===== src/hdl/chtd_pkg.sv =====
`default_nettype none

package chtd_pkg;

    // sizes of the block
    localparam int ALPHABET_MAX  = 280;
    localparam int NODE_DEPTH    = 1024;
    localparam int MAX_CODE_BITS = 15;

    // field widths
    localparam int OP_W     = 2;
    localparam int STAT_W   = 2;
    localparam int SYM_W    = 9;
    localparam int LEN_W    = 4;
    localparam int CODE_W   = 16;
    localparam int HIST_W   = 9;
    localparam int LEN_VALS = 1 << LEN_W;

    // derived widths
    localparam int LEN_AW     = $clog2(ALPHABET_MAX);
    localparam int SYM_CNT_W  = $clog2(ALPHABET_MAX + 1);
    localparam int NODE_AW    = $clog2(NODE_DEPTH);
    localparam int NODE_CNT_W = $clog2(NODE_DEPTH + 1);

    localparam logic [SYM_W-1:0] ALPHABET_RESET = SYM_W'(280);

    // opcodes
    localparam logic [OP_W-1:0] OP_LOAD   = 2'd0;
    localparam logic [OP_W-1:0] OP_BUILD  = 2'd1;
    localparam logic [OP_W-1:0] OP_DECODE = 2'd2;

    // result status codes
    localparam logic [STAT_W-1:0] ST_SYMBOL     = 2'd0;
    localparam logic [STAT_W-1:0] ST_DEAD_END   = 2'd1;
    localparam logic [STAT_W-1:0] ST_BUILD_DONE = 2'd2;
    localparam logic [STAT_W-1:0] ST_OVERFLOW   = 2'd3;

    // one node table entry, child index 0 means no child
    typedef struct packed {
        logic               leaf;
        logic [SYM_W-1:0]   sym;
        logic [NODE_AW-1:0] left;
        logic [NODE_AW-1:0] right;
    } node_t;

    // control from the sequencer to the code table
    typedef struct packed {
        logic             clear;
        logic             count;
        logic             gen;
        logic             take;
        logic [LEN_W-1:0] len;
    } code_ctl_t;

endpackage

`default_nettype wire


===== src/hdl/chtd_code_table.sv =====
`default_nettype none

module chtd_code_table (
    input  wire logic                         clk,
    input  wire logic                         rst_n,
    input  wire chtd_pkg::code_ctl_t          ctl,
    output logic                              gen_last,
    output logic [chtd_pkg::CODE_W-1:0]       code
);
    import chtd_pkg::*;

    logic [HIST_W-1:0] hist_reg     [LEN_VALS];
    logic [CODE_W-1:0] len_code_reg [LEN_VALS];
    logic [LEN_W-1:0]  b_reg;
    logic [LEN_W-1:0]  b_next;
    logic [CODE_W-1:0] code_reg;
    logic [CODE_W-1:0] code_next;
    logic [CODE_W-1:0] code_sum;

    // canonical first code for length b
    assign code_sum  = code_reg + CODE_W'(hist_reg[b_reg - LEN_W'(1)]);
    assign gen_last  = (b_reg == LEN_W'(LEN_VALS - 1));
    assign code      = len_code_reg[ctl.len];

    always_comb
    begin
        b_next    = b_reg;
        code_next = code_reg;
        if (ctl.clear)
        begin
            b_next    = LEN_W'(1);
            code_next = '0;
        end
        else if (ctl.gen)
        begin
            b_next    = b_reg + LEN_W'(1);
            code_next = {code_sum[CODE_W-2:0], 1'b0};
        end
    end

    // generation step counter and running code
    always_ff @(posedge clk or negedge rst_n)
    begin
        if (!rst_n)
        begin
            b_reg    <= LEN_W'(1);
            code_reg <= '0;
        end
        else
        begin
            b_reg    <= b_next;
            code_reg <= code_next;
        end
    end

    // length histogram, wraps at its width
    always_ff @(posedge clk)
    begin
        if (ctl.clear)
        begin
            for (int i = 0; i < LEN_VALS; i++)
            begin
                hist_reg[i] <= '0;
            end
        end
        else if (ctl.count && ctl.len != '0)
        begin
            hist_reg[ctl.len] <= hist_reg[ctl.len] + HIST_W'(1);
        end
    end

    // running code per length, bumped as each symbol takes one
    always_ff @(posedge clk)
    begin
        if (ctl.gen)
        begin
            len_code_reg[b_reg] <= code_next;
        end
        else if (ctl.take)
        begin
            len_code_reg[ctl.len] <= len_code_reg[ctl.len] + CODE_W'(1);
        end
    end

endmodule

`default_nettype wire


===== config.mk =====
export PLATFORM = sky130hd
export DESIGN_NAME = chtd_code_table
export DESIGN_NICKNAME = d
export VERILOG_FILES = /design/src/hdl/chtd_pkg.sv /design/src/hdl/chtd_code_table.sv
export SDC_FILE = /design/constraint.sdc
export NUM_CORES = 1
export LEC_CHECK = 0
export ABC_AREA = 1
export BUFFER_PORTS_ARGS = -buffer_cell sky130_fd_sc_hd__clkbuf_2
export CELL_PAD_IN_SITES_DETAIL_PLACEMENT = 0
export CELL_PAD_IN_SITES_GLOBAL_PLACEMENT = 1
export CORE_ASPECT_RATIO = 1.2
export CORE_MARGIN = 2
export CORE_UTILIZATION = 45
export DETAILED_ROUTE_END_ITERATION = 8
export GPL_TIMING_DRIVEN = 0
export PLACE_DENSITY = 0.77
export SLEW_MARGIN = 30
export SYNTH_ARGS = -nofsm -noshare
export SYNTH_HDL_FRONTEND = slang
export SYNTH_SLANG_ARGS = --single-unit

===== constraint.sdc =====
create_clock -name clk -period 4.25 [get_ports clk]
set_input_delay 0.2125 -clock clk [delete_from_list [all_inputs] [get_ports clk]]
set_output_delay 0.2125 -clock clk [all_outputs]
set_load 0.01 [all_outputs]

Word level (Yosys, flattened, before mapping)
Memories as Yosys holds them, arrays and structs flattened.
Cells that the tools add are included.
{"block": "word_totals", "regBits": 20, "latchBits": 0, "ramBits": 400, "romBits": 0, "in_bits": 10, "output_inout_bits": 17, "word_cells": 35, "n_memories": 2}
{"block": "op_classes", "n_addsub": 5, "n_mul": 0, "div_mod_pow": 0, "n_lt_le_gt_ge": 0, "eq_ne": 1, "shifts": 0, "mux": 20, "bitwise": 0, "reduce_logical": 5}
{"memory": "len_code_reg", "words": 16, "width": 16, "read_ports": 1, "rd_ports_with_merged_regs": 0, "wr": 1, "line": "chtd_code_table.sv:13", "source": "logic [CODE_W-1:0] len_code_reg [LEN_VALS];"}
{"memory": "hist_reg", "words": 16, "width": 9, "read_ports": 2, "rd_ports_with_merged_regs": 0, "wr": 16, "line": "chtd_code_table.sv:12", "source": "logic [HIST_W-1:0] hist_reg [LEN_VALS];"}
{"cell": "$mux W16", "n": 3}
{"cell": "$add A16 B1 Y16 const B", "n": 1}
{"cell": "$mux W4", "n": 4}
{"cell": "$reduce_or A16 Y1", "n": 1}
{"cell": "$add A15 B9 Y15", "n": 1}
{"cell": "$mux W1", "n": 12}
{"cell": "$add A9 B1 Y9 const B", "n": 1}
{"cell": "$mux W9", "n": 1}
{"cell": "$reduce_or A9 Y1", "n": 1}
{"cell": "$add A4 B1 Y4 const B", "n": 1}
{"cell": "$eq A4 B4 Y1 const B", "n": 1}
{"cell": "$reduce_bool A4 Y1", "n": 1}
{"cell": "$sub A4 B1 Y4 const B", "n": 1}
{"cell": "$reduce_bool A2 Y1", "n": 1}
{"cell": "$logic_and A1 B1 Y1", "n": 1}

Depth between registers and ports, before layout
Gate-level depths: netlist of the first run.
{"block": "logic_depth", "depth_word": 7, "ltp_mapped": 25, "mapped_depth_nobuf": 22}

Worst setup path before layout of the first run
OpenSTA, ideal clock, no wires.
{"block": "synth_timing", "path_kind": "register to register", "start": "register b_reg[0]", "end": "memory len_code_reg[0][7], data pin", "setup_time_ns": 0.330, "t_arrival_ns": 4.304, "t_required_ns": 3.920, "path_slack_ns": -0.385, "stages_incl_launch_ff": 22, "path_buffers": 3, "synth_period_minus_slack_ns": 4.635, "cell_sequence": "dfstp_2 inv_1 clkbuf_1 clkbuf_1 ha_1 xnor2_1 inv_1 clkbuf_1 a21oi_1 a221oi_1 or2_2 inv_1 ha_1 inv_1 fa_1 nand3b_1 nand2_1 a21oi_1 xor2_1 nand2_1 nand3_1 o21ai_0"}
{"block": "synth_between", "elab_chain_len": 6}
{"element": "start, declared", "line": "chtd_code_table.sv:14", "source": "logic [LEN_W-1:0] b_reg;"}
{"element": "start signal, assigned", "line": "chtd_code_table.sv:51", "source": "b_reg <= b_next;"}
{"element": "$sub A4 B1 Y4", "line": "chtd_code_table.sv:21", "source": "assign code_sum = code_reg + CODE_W'(hist_reg[b_reg - LEN_W'(1)]);"}
{"element": "$mem_v2 Z16 W9"}
{"element": "$add A15 B9 Y15", "line": "chtd_code_table.sv:21"}
{"element": "$mux W16", "line": "chtd_code_table.sv:34", "source": "else if (ctl.gen)"}
{"element": "$mux W16", "line": "chtd_code_table.sv:29", "source": "if (ctl.clear)"}
{"element": "$mux W16 (no line)"}
{"element": "end, declared", "line": "chtd_code_table.sv:13"}
Every way passes these cells.

Worst setup path after layout of the first run
{"block": "layout_timing", "start": "register b_reg[0]", "end": "memory len_code_reg[7][13], data pin"}
Same word-level chain as after synthesis.

==> results of run 1 <==
-- cells in the final DEF, fill, tap and decap left out, drive strengths merged, types with 6 or more instances in the layout --
cell type    n
a21oi       88
a221o        6
a221oi      11
a22oi       86
buf         97
clkbuf     108
clkinv      19
conb         9
dfrtp       19
edfxtp     400
ha          14
inv         80
nand2      937
nand3       58
nand4       11
nor2       224
nor3         6
o21ai       34
o22ai       10
xor2        13
-- metal layers --
layer	track usage (%)	part of all wire, %
met1	34.8	37
met5	0	0
met4	18.4	6.9
met3	5.29	7.2
met2	48.9	49
-- path summary, 6_finish.rpt --
| check | end | slack [ps] | cells past startpoint |
|---|---|---|---|
| max reg2reg | len_code_reg[7][13] | 140 | 24 |
| min in group asynchronous | code_reg[13] | 130 | 2 |
| min | code_reg[0] | 40 | 2 |
| min reg2reg | b_reg[3] | 520 | 1 |
| max in group asynchronous | b_reg[0] | 3750 | 2 |
| max | len_code_reg[7][13] | 140 | 24 |
-- where the power goes --
part,switching [mW],leakage (nW),internal (mW),total (mW)
Combinational,2.90,4.78,1.37,4.27
Clock,1.62,0.685,2.21,3.84
Sequential,0.111,4.11,5.01,5.12
-- final cells by class --
class	instances	area (µm²)	area share [%]
Multi-Input combinational cell	1535	7420	31.4
Inverter	80	315	1.33
Clock inverter	25	245	1.04
Buffer	106	656	2.77
Clock buffer	51	1170	4.95
Tap cell	565	707	2.99
Sequential cell	420	12500	52.9
Timing Repair Buffer	49	622	2.63
-- repair_timing --
| action | CTS | global route |
|---|---|---|
| setup endpoints to repair | 255 | 212 |
| pin swaps | 14 | 16 |
| cloned | 4 | 3 |
| buffers inserted | 5 | 1 |
| endpoints found under the hold margin | 20 | 0 |
| gates resized for setup | 102 | 38 |
| hold buffers | 1 | 0 |
-- logic make-up (layout without fill, tap and decap cells) --
kind of cell	Yosys count	in the layout	synth area share [%]
AO/OA/AOI/OAI	248	249	7.81
XOR/XNOR	18	18	0.892
adder cells (fa/ha/maj)	15	15	0.966
buffers and inverters	187	311	4.24
flip-flops	420	420	61.9
other	1	9	0.0186
AND/OR/NAND/NOR	1239	1244	24.1
-- metrics by stage --
stage	cells	utilization (%)
6_report	2831	53.1
4_1_cts	2828	52.8
2_1_floorplan	2136	-
3_3_place_gp	2724	47.3
5_1_grt	2831	53.1
3_5_place_dp	2742	48.5
-- critical path, stage by stage (launching register included) --
cell       delay [ps]
dfstp_2           560
inv_4              60
buf_8             150
ha_4              290
inv_8              90
clkbuf_16         160
a21oi_2            40
a22oi_2           230
a221oi_2          120
or2_4             270
inv_1              60
ha_2              160
inv_1              60
fa_2              370
nand3b_1          180
nand2_2           120
a21oi_4            80
o21ai_2           160
nand2_1            90
o21ai_1            80
nand2_1            80
nand2_2            70
nand2_2            60
nand3_4           180
nand2_4           100
==> impl_metrics.py, run 1 <==
metrics = {
    "outcome": {
        "status": "complete, no violations",
    },
    "sta": {
        "setup_viol": 0,
        "hold_viol_final": 0,
        "slew_viol_final": 0,
        "fin_worst_skew_ps": 25.0,
        "fin_ws_ps": 139,
        "worst_pin_slew_ps": 920,
        "fmax_mhz": 243,
        "fin_crit_ps": 4110,
        "tns_ps": 0,
        "relSlewSlack_pct": 38.7,
        "whs_ps": 41.2,
        "finalCritPeriodShare_pct": 96.7,
    },
    "floorplan": {
        "io_pins": 27,
        "start_util_pct": 45.3,
        "die_w_um": 197,
        "core_area_um2": 44600,
        "dieHeight_um": 236,
        "fp-row-count": 85,
        "die-area_um2": 46600,
    },
    "cells_and_area": {
        "layout.nets": 2262,
        "n_antenna_cell": 0,
        "drive_gt1_share_pct": 13.2,
        "num-fill-cells": 3870,
        "largest_reg_flops": 256,
        "fin_area_um2": 23600,
        "syn2layout_area_growth_pct": 17.1,
    },
    "clock_network": {
        "clock_latency_ps": 600,
        "htreeDepth": 2,
        "cts_buffers": 45,
        "cts.sinks": 420,
        "cts_tree": "done",
        "cts.clk_slew.worst_paths_ps": 60,
        "cts_buffer_depth": 3,
        "root_buffer": "clkbuf_16",
    },
    "yosys": {
        "yosysMostFrequentCell": "nand2_1",
        "yosysSeqAreaShare_pct": 61.9,
        "synth.top_cells.by_area": "edfxtp_1 59%, nand2_1 17%, nor2_1 3.9%",
        "postSynthCellCount": 2128,
        "ys_types": 45,
        "yosys.area.top_type_share_pct": 59.5,
        "synth_area_leader_cell": "edfxtp_1",
        "yosys-top-cells-count": "924 x nand2_1, 400 x edfxtp_1, 212 x nor2_1",
        "synth-edff-count": 400,
        "synth_seq_cells": 420,
        "async_reset_ff_share_pct": 4.76,
        "synth-main-ff-cell": "edfxtp_1",
        "yosys_warnings": 0,
        "avgSynthCellArea_um2": 9.49,
        "synth_area_um2": 20200,
    },
    "global_routing": {
        "antenna_found_initial": 0,
        "grt_pass1_wl_um": 98500,
        "first_global_vias": 15712,
        "overflow": 0,
        "grt_util_all_layers_pct": 29.2,
        "grt_max_degree": 21,
    },
    "worst_setup_path": {
        "r2r-start": "b_reg[0]",
        "critPathRequiredTime_ps": 4560,
        "startpoint": "b_reg[0]",
        "start_kind": "flop",
        "worstPathArrival_ps": 4420,
        "cp-end-kind": "flop",
        "crit_path_max_fanout": 11,
        "crit_type": "reg -> reg",
    },
    "min_path": {
        "hp-class": "in -> reg",
        "min_from": "ctl[7]",
    },
    "pwr": {
        "power_mw": 13.2,
        "leakage_nw": 9.58,
        "peakVddDrop_uv": 376,
        "power.density_nw_per_um2": 559,
    },
    "detailed_routing": {
        "dr.pass1.iters": 7,
        "drc": 0,
        "wl_per_cell_um": 24.0,
        "finalWirelength_um": 68000,
        "viasPerCell": 5.67,
        "ant_nets": 0,
        "drt_iter0_drc": 1361,
        "vias": 16055,
    },
    "placement": {
        "placed_cell_area_um2": 21600,
        "hpwl_um": 46500,
        "port_buffers": 23,
        "place.gp.congestion": 0.919,
        "dp_slack_ps": -2160,
    },
    "job": {
        "cap_violations": 0,
    },
}
No activity file was read; power rests on OpenSTA's default activity.
==> run 2, diff against run 1 <==
Clock period 4.25 ns to 3.4 ns, I/O delays scaled along.
==> run 2 against run 1 <==
Against the previous run: the run now ends with setup timing left; critical path depth shrank 1; first-iteration DRC count increased by 5.8%; utilization rose by 2.3 points; count of clock-buffer cells in the layout decreased by 2; largest power group is now combinational logic; highest routed layer unchanged.
==> impl_metrics.py, run 2 (same netlist as run 1, synthesis figures left out) <==
metrics = {
    "detailed_routing": {
        "vias": 16321,
        "viasPerCell": 5.69,
        "ant_nets": 0,
        "dr.pass1.iters": 5,
        "drt_iter0_drc": 1440,
        "drc": 0,
        "finalWirelength_um": 68800,
        "wl_per_cell_um": 24.0,
    },
    "floorplan": {
        "core_area_um2": 44600,
        "die_w_um": 197,
        "fp-row-count": 85,
        "start_util_pct": 45.3,
        "io_pins": 27,
        "die-area_um2": 46600,
        "dieHeight_um": 236,
    },
    "global_routing": {
        "antenna_found_initial": 0,
        "grt_util_all_layers_pct": 29.6,
        "grt_max_degree": 21,
        "grt_pass1_wl_um": 99800,
        "overflow": 0,
        "first_global_vias": 15696,
    },
    "sta": {
        "grt_setup_unrepaired": "yes",
        "slew_viol_final": 0,
        "hold_viol_final": 0,
        "relSlewSlack_pct": 15.7,
        "finalCritPeriodShare_pct": 121,
        "fin_worst_skew_ps": 27.2,
        "setup_viol": 235,
        "fin_crit_ps": 4100,
        "fmax_mhz": 244,
        "fin_ws_ps": -703,
        "worst_pin_slew_ps": 1260,
    },
    "job": {
        "cap_violations": 0,
    },
    "placement": {
        "dp_slack_ps": -1710,
        "hpwl_um": 46400,
        "place.gp.congestion": 0.982,
        "port_buffers": 23,
        "placed_cell_area_um2": 21800,
    },
    "worst_setup_path": {
        "cp-end-kind": "flop",
        "critPathRequiredTime_ps": 3740,
        "cpMostUsedCell": "clkbuf_16",
        "worstPathArrival_ps": 4450,
        "r2r_cells": 23,
        "critical_path.cell_chain": "inv_4 > clkbuf_16 > clkbuf_16 > ha_4 > inv_6 > clkbuf_16 > a21oi_4 > a21oi_2 > a221oi_2 > or2_4 > inv_2 > ha_4 > inv_2 > fa_2 > nand3b_1 > nand2_2 > a21oi_4 > buf_6 > xor2_1 > nand2_1 > nand3_4 > o21ai_4 > clkbuf_16",
        "r2r-start": "b_reg[0]",
        "startpoint": "b_reg[0]",
        "path_buf_inv": 9,
        "r2r_end": "len_code_reg[0][7]",
        "crit_path_max_fanout": 8,
        "crit_type": "reg -> reg",
        "slowest_delay_ps": 560,
        "critical_path.top_delay_family": "buffers and inverters",
        "slowest_stage": "dfstp_2",
        "start_kind": "flop",
        "regToRegSetupSlack_ps": -700,
    },
    "clock_network": {
        "root_buffer": "clkbuf_16",
        "cts.clk_slew.worst_paths_ps": 60,
        "htreeDepth": 2,
        "cts.sinks": 420,
        "cts_buffers": 44,
        "clock_latency_ps": 590,
        "cts_buffer_depth": 3,
        "cts_tree": "done",
    },
    "pwr": {
        "leakage_nw": 9.89,
        "peakVddDrop_uv": 498,
        "netSwitchingPower_mw": 6.53,
        "seqPwrFrac_pct": 35.3,
        "p_int_mw": 11.7,
        "power.density_nw_per_um2": 738,
        "pwr-share-comb_pct": 38.4,
        "clkPwrFrac_pct": 26.4,
        "power_mw": 18.2,
        "switching_share_pct": 35.9,
    },
    "cells_and_area": {
        "fin_area_um2": 24700,
        "syn2layout_area_growth_pct": 22.1,
        "largest_reg_flops": 256,
        "n_antenna_cell": 0,
        "drive_gt1_share_pct": 18.5,
        "final_core_util_pct": 55.3,
        "mostFrequentLayoutCells": "892 x nand2_1, 400 x edfxtp_1, 192 x nor2_1, 78 x a22oi_1, 60 x a21oi_1",
        "layout_commonest_cell": "nand2_1",
        "layout.nets": 2294,
    },
    "outcome": {
        "status": "complete, but fails checks",
        "violations": "setup timing",
    },
    "min_path": {
        "hp-class": "in -> async",
    },
}
==> run 2: changes by cell type in the layout (fill, tap and decap cells not counted), sizes merged <==
cell	change
clkbuf	+4
buf	+23
clkinvlp	+2
nand2	+2
clkinv	+6
dlygate4sd3	+1
bufinv	-1
o21ai	+1
==> run 2: layout make-up <==
type | count | area, µm²
timing repair buffer | 80 | 937
sequential | 420 | 12500
clock inverter | 32 | 246
buffer | 105 | 712
tap | 565 | 707
multi-input combinational | 1538 | 8060
fill | 3824 | 19900
clock buffer | 49 | 1170
inverter | 80 | 313
==> run 2: power by group through the flow <==
stage / sequential (mW) / clock [mW] / combinational (mW)
6_report: 6.42 / 4.79 / 6.98
5_1_grt: 6.45 / 5.02 / 7.37
4_1_cts: 6.40 / 4.82 / 6.06
3_5_place_dp: 6.50 / 0 / 4.89
3_3_place_gp: 6.50 / 0 / 4.69
2_1_floorplan: 6.46 / 0 / 3.11
==> run 2: worst max-delay path by stage <==
stage                                      to  slack (ps)  cells after the start
after floorplan           len_code_reg[0][13]        -350                     25
after global placement     len_code_reg[6][6]       -1740                     17
after detailed placement  len_code_reg[8][12]       -1710                     19
after CTS                 len_code_reg[3][15]        -780                     23
after global routing       len_code_reg[1][7]        -830                     23
final                      len_code_reg[0][7]        -700                     23
==> run 2: per-stage QoR <==
step	std cells	TNS, ps	hold slack (ps)
6_report	2869	-124800	102
5_1_grt	2869	-152420	167
4_1_cts	2851	-158140	105
3_5_place_dp	2741	-368850	170
3_3_place_gp	2724	-580210	166
2_1_floorplan	2136	-26460	-126
==> run 2: metal layers <==
layer / up-vias / part of all wire, % / global-route usage, %
li1: 7460 / - / -
met1: 7861 / 37 / 34.9
met2: 743 / 49 / 49.8
met3: 257 / 6.7 / 4.39
met4: 0 / 7.6 / 20.0
met5: - / 0 / 0
==> run 2: what timing repair did <==
action	CTS	global route
endpoints found under the hold margin	21	0
endpoints found under the setup margin	266	287
gates resized for setup	120	103
buffers inserted	22	15
hold buffers	2	0
pin swaps	36	45
cloned	6	6
==> run 2: worst register-to-register path, stage by stage (launching register included) <==
cell       delay, ps
dfstp_2          560
inv_4             50
clkbuf_16        130
clkbuf_16        140
ha_4             320
inv_6             60
clkbuf_16        160
a21oi_4          120
a21oi_2           70
a221oi_2         370
or2_4            200
inv_2             40
ha_4             150
inv_2             50
fa_2             200
nand3b_1         120
nand2_2           90
a21oi_4          220
buf_6            120
xor2_1           130
nand2_1          120
nand3_4          160
o21ai_4          100
clkbuf_16        200
==> run 3, diff against run 2 <==
Settings changed: CORE_UTILIZATION 45 to 47.
Clock period 3.4 ns to 5.2 ns, I/O delays scaled along.
==> run 3 against run 2 <==
Against the previous run: the flow now finishes without violations; critical path depth decreased by 2; non-clock buffer count decreased by 34; clock power decreased by 37%; critical path type unchanged.
==> impl_metrics.py, run 3 (same netlist as run 1, synthesis figures left out) <==
metrics = {
    "sta": {
        "fin_worst_skew_ps": 31.0,
        "setup_viol": 0,
        "fin_ws_ps": 172,
        "hold_viol_final": 0,
        "finalCritPeriodShare_pct": 96.7,
        "fmax_mhz": 199,
        "slew_viol_final": 0,
        "relSlewSlack_pct": 32.2,
        "worst_pin_slew_ps": 1020,
        "grt_setup_unrepaired": "no",
        "fin_crit_ps": 5030,
    },
    "floorplan": {
        "fp-row-count": 83,
        "core_area_um2": 42600,
        "die_w_um": 193,
        "io_pins": 27,
        "start_util_pct": 47.4,
        "die-area_um2": 44700,
        "dieHeight_um": 231,
    },
    "job": {
        "cap_violations": 0,
    },
    "global_routing": {
        "grt_max_degree": 21,
        "overflow": 0,
        "first_global_vias": 15372,
        "grt_util_all_layers_pct": 30.1,
        "antenna_found_initial": 0,
        "grt_pass1_wl_um": 98100,
    },
    "worst_setup_path": {
        "critical_path.cell_chain": "inv_1 > clkbuf_4 > clkbuf_4 > ha_4 > inv_2 > clkbuf_2 > nand2_1 > a21oi_1 > nor3_1 > o31ai_1 > inv_1 > ha_1 > nand2_1 > nor2_1 > a211oi_1 > nand2_1 > nand2_1 > xor2_1 > nand2_1 > nand3_1 > nand2_2",
        "crit_path_max_fanout": 16,
        "path_buf_inv": 6,
        "start_kind": "flop",
        "regToRegSetupSlack_ps": 170,
        "r2r_cells": 21,
        "r2r-start": "b_reg[0]",
        "crit_type": "reg -> reg",
        "critical_path.top_delay_family": "simple AND/OR/NAND/NOR gates",
        "slowest_stage": "o31ai_1",
        "r2r_end": "len_code_reg[1][14]",
        "slowest_delay_ps": 590,
        "critPathRequiredTime_ps": 5470,
        "worstPathArrival_ps": 5290,
        "cpMostUsedCell": "nand2_1",
        "cp-end-kind": "flop",
    },
    "clock_network": {
        "cts_tree": "done",
        "cts_buffers": 44,
        "htreeDepth": 2,
        "cts_buffer_depth": 3,
        "clock_latency_ps": 590,
        "cts.clk_slew.worst_paths_ps": 60,
        "root_buffer": "clkbuf_16",
        "cts.sinks": 420,
    },
    "min_path": {
        "holdPathStages": 2,
        "hp-class": "in -> reg",
        "min_from": "ctl[7]",
        "whs_endpoint": "code_reg[0]",
    },
    "pwr": {
        "switching_share_pct": 35.3,
        "p_int_mw": 6.73,
        "power_mw": 10.4,
        "power.density_nw_per_um2": 450,
        "clkPwrFrac_pct": 29.0,
        "seqPwrFrac_pct": 40.1,
        "netSwitchingPower_mw": 3.68,
        "leakage_nw": 9.39,
        "pwr-share-comb_pct": 30.9,
        "peakVddDrop_uv": 290,
    },
    "placement": {
        "port_buffers": 23,
        "place.gp.congestion": 0.935,
        "dp_slack_ps": -1450,
        "hpwl_um": 46400,
    },
    "cells_and_area": {
        "final_core_util_pct": 54.3,
        "layout.nets": 2251,
        "syn2layout_area_growth_pct": 14.4,
        "n_antenna_cell": 0,
        "largest_reg_flops": 256,
        "mostFrequentLayoutCells": "915 x nand2_1, 400 x edfxtp_1, 196 x nor2_1, 86 x a21oi_1, 85 x a22oi_1",
        "drive_gt1_share_pct": 11.1,
        "layout_commonest_cell": "nand2_1",
    },
    "detailed_routing": {
        "drt_iter0_drc": 1386,
        "viasPerCell": 5.69,
        "finalWirelength_um": 67800,
        "drc": 0,
        "dr.pass1.iters": 6,
        "ant_nets": 0,
        "vias": 15981,
        "wl_per_cell_um": 24.1,
    },
    "outcome": {
        "status": "complete, no violations",
    },
}
## run 3: cell count changes in the layout (fill, tap and decap cells not counted), moves of 9 or more
cell | before | now
nand2_1 | 892 | 915
a21oi_2 | 21 | 2
inv_1 | 59 | 73
nand2_2 | 25 | 12
ha_1 | 4 | 13
o21ai_4 | 11 | 2
nand2_4 | 16 | 5
inv_2 | 16 | 4
a21oi_1 | 60 | 86
ha_4 | 10 | 1
buf_4 | 47 | 23
clkbuf_1 | 18 | 33
## run 3: repair_timing
item,4_1_cts,5_1_grt
pin swaps,1,1
setup buffers,1,1
endpoints found under the setup margin,234,176
hold buffers,1,0
gates resized for setup,36,23
endpoints found under the hold margin,19,0
## run 3: worst register-to-register path, stage by stage (launching register included)
cell      delay (ps)
dfstp_2          550
inv_1            110
clkbuf_4         250
clkbuf_4         260
ha_4             320
inv_2             90
clkbuf_2         330
nand2_1          100
a21oi_1          130
nor3_1            60
o31ai_1          590
inv_1            110
ha_1             360
nand2_1          100
nor2_1            50
a211oi_1         250
nand2_1          140
nand2_1          100
xor2_1           170
nand2_1           90
nand3_1          270
nand2_2          250
## run 3: how the worst max path moves through the flow
stage | startpoint | to | slack (ps) | cells past startpoint
floorplan | b_reg[0] | len_code_reg[0][7] | 570 | 21
global placement | b_reg[0] | len_code_reg[10][7] | -1920 | 21
detailed placement | b_reg[0] | len_code_reg[12][13] | -1450 | 25
CTS | b_reg[0] | len_code_reg[4][5] | 2 | 20
global route | b_reg[0] | len_code_reg[12][15] | 80 | 23
finish | b_reg[0] | len_code_reg[1][14] | 170 | 21
## run 3: final cells by class
class                   instances  area [µm²]
well taps                     552         691
plain buffers                 107         578
clock buffers                  49        1120
repair buffers                 44         531
flip-flops and latches        420       12500
fillers                      3875       19500
inverters                      80         305
multi-input cells            1529        7160
clock inverters                27         218
## run 3: metrics by stage
step | cell area, µm² | TNS (ps) | hold WS [ps] | instances
finish | 23100 | 0 | 101 | 2808
global route | 23100 | 0 | 148 | 2808
CTS | 23000 | 0 | 69.3 | 2807
detailed placement | 21500 | -237640 | 261 | 2729
global placement | 21000 | -268150 | 258 | 2711
floorplan | 20200 | 0 | -35.6 | 2136
## run 3: metal layers
layer	share of wire, %	routed length (µm)	track usage, %	vias up
li1	-	-	-	7361
met2	48	32400	50.2	754
met1	37	24800	35.6	7633
met3	7.9	5380	5.38	233
met4	7.5	5100	20.9	0
met5	0	0	0	-
## run 3: power groups by stage
stage	Clock (mW)	Sequential [mW]	Combinational, mW
final	3.02	4.18	3.21
after global routing	3.17	4.20	3.43
after CTS	3.04	4.18	3.07
after detailed placement	0	4.25	2.98
after global placement	0	4.25	2.85
after floorplan	0	4.22	1.81
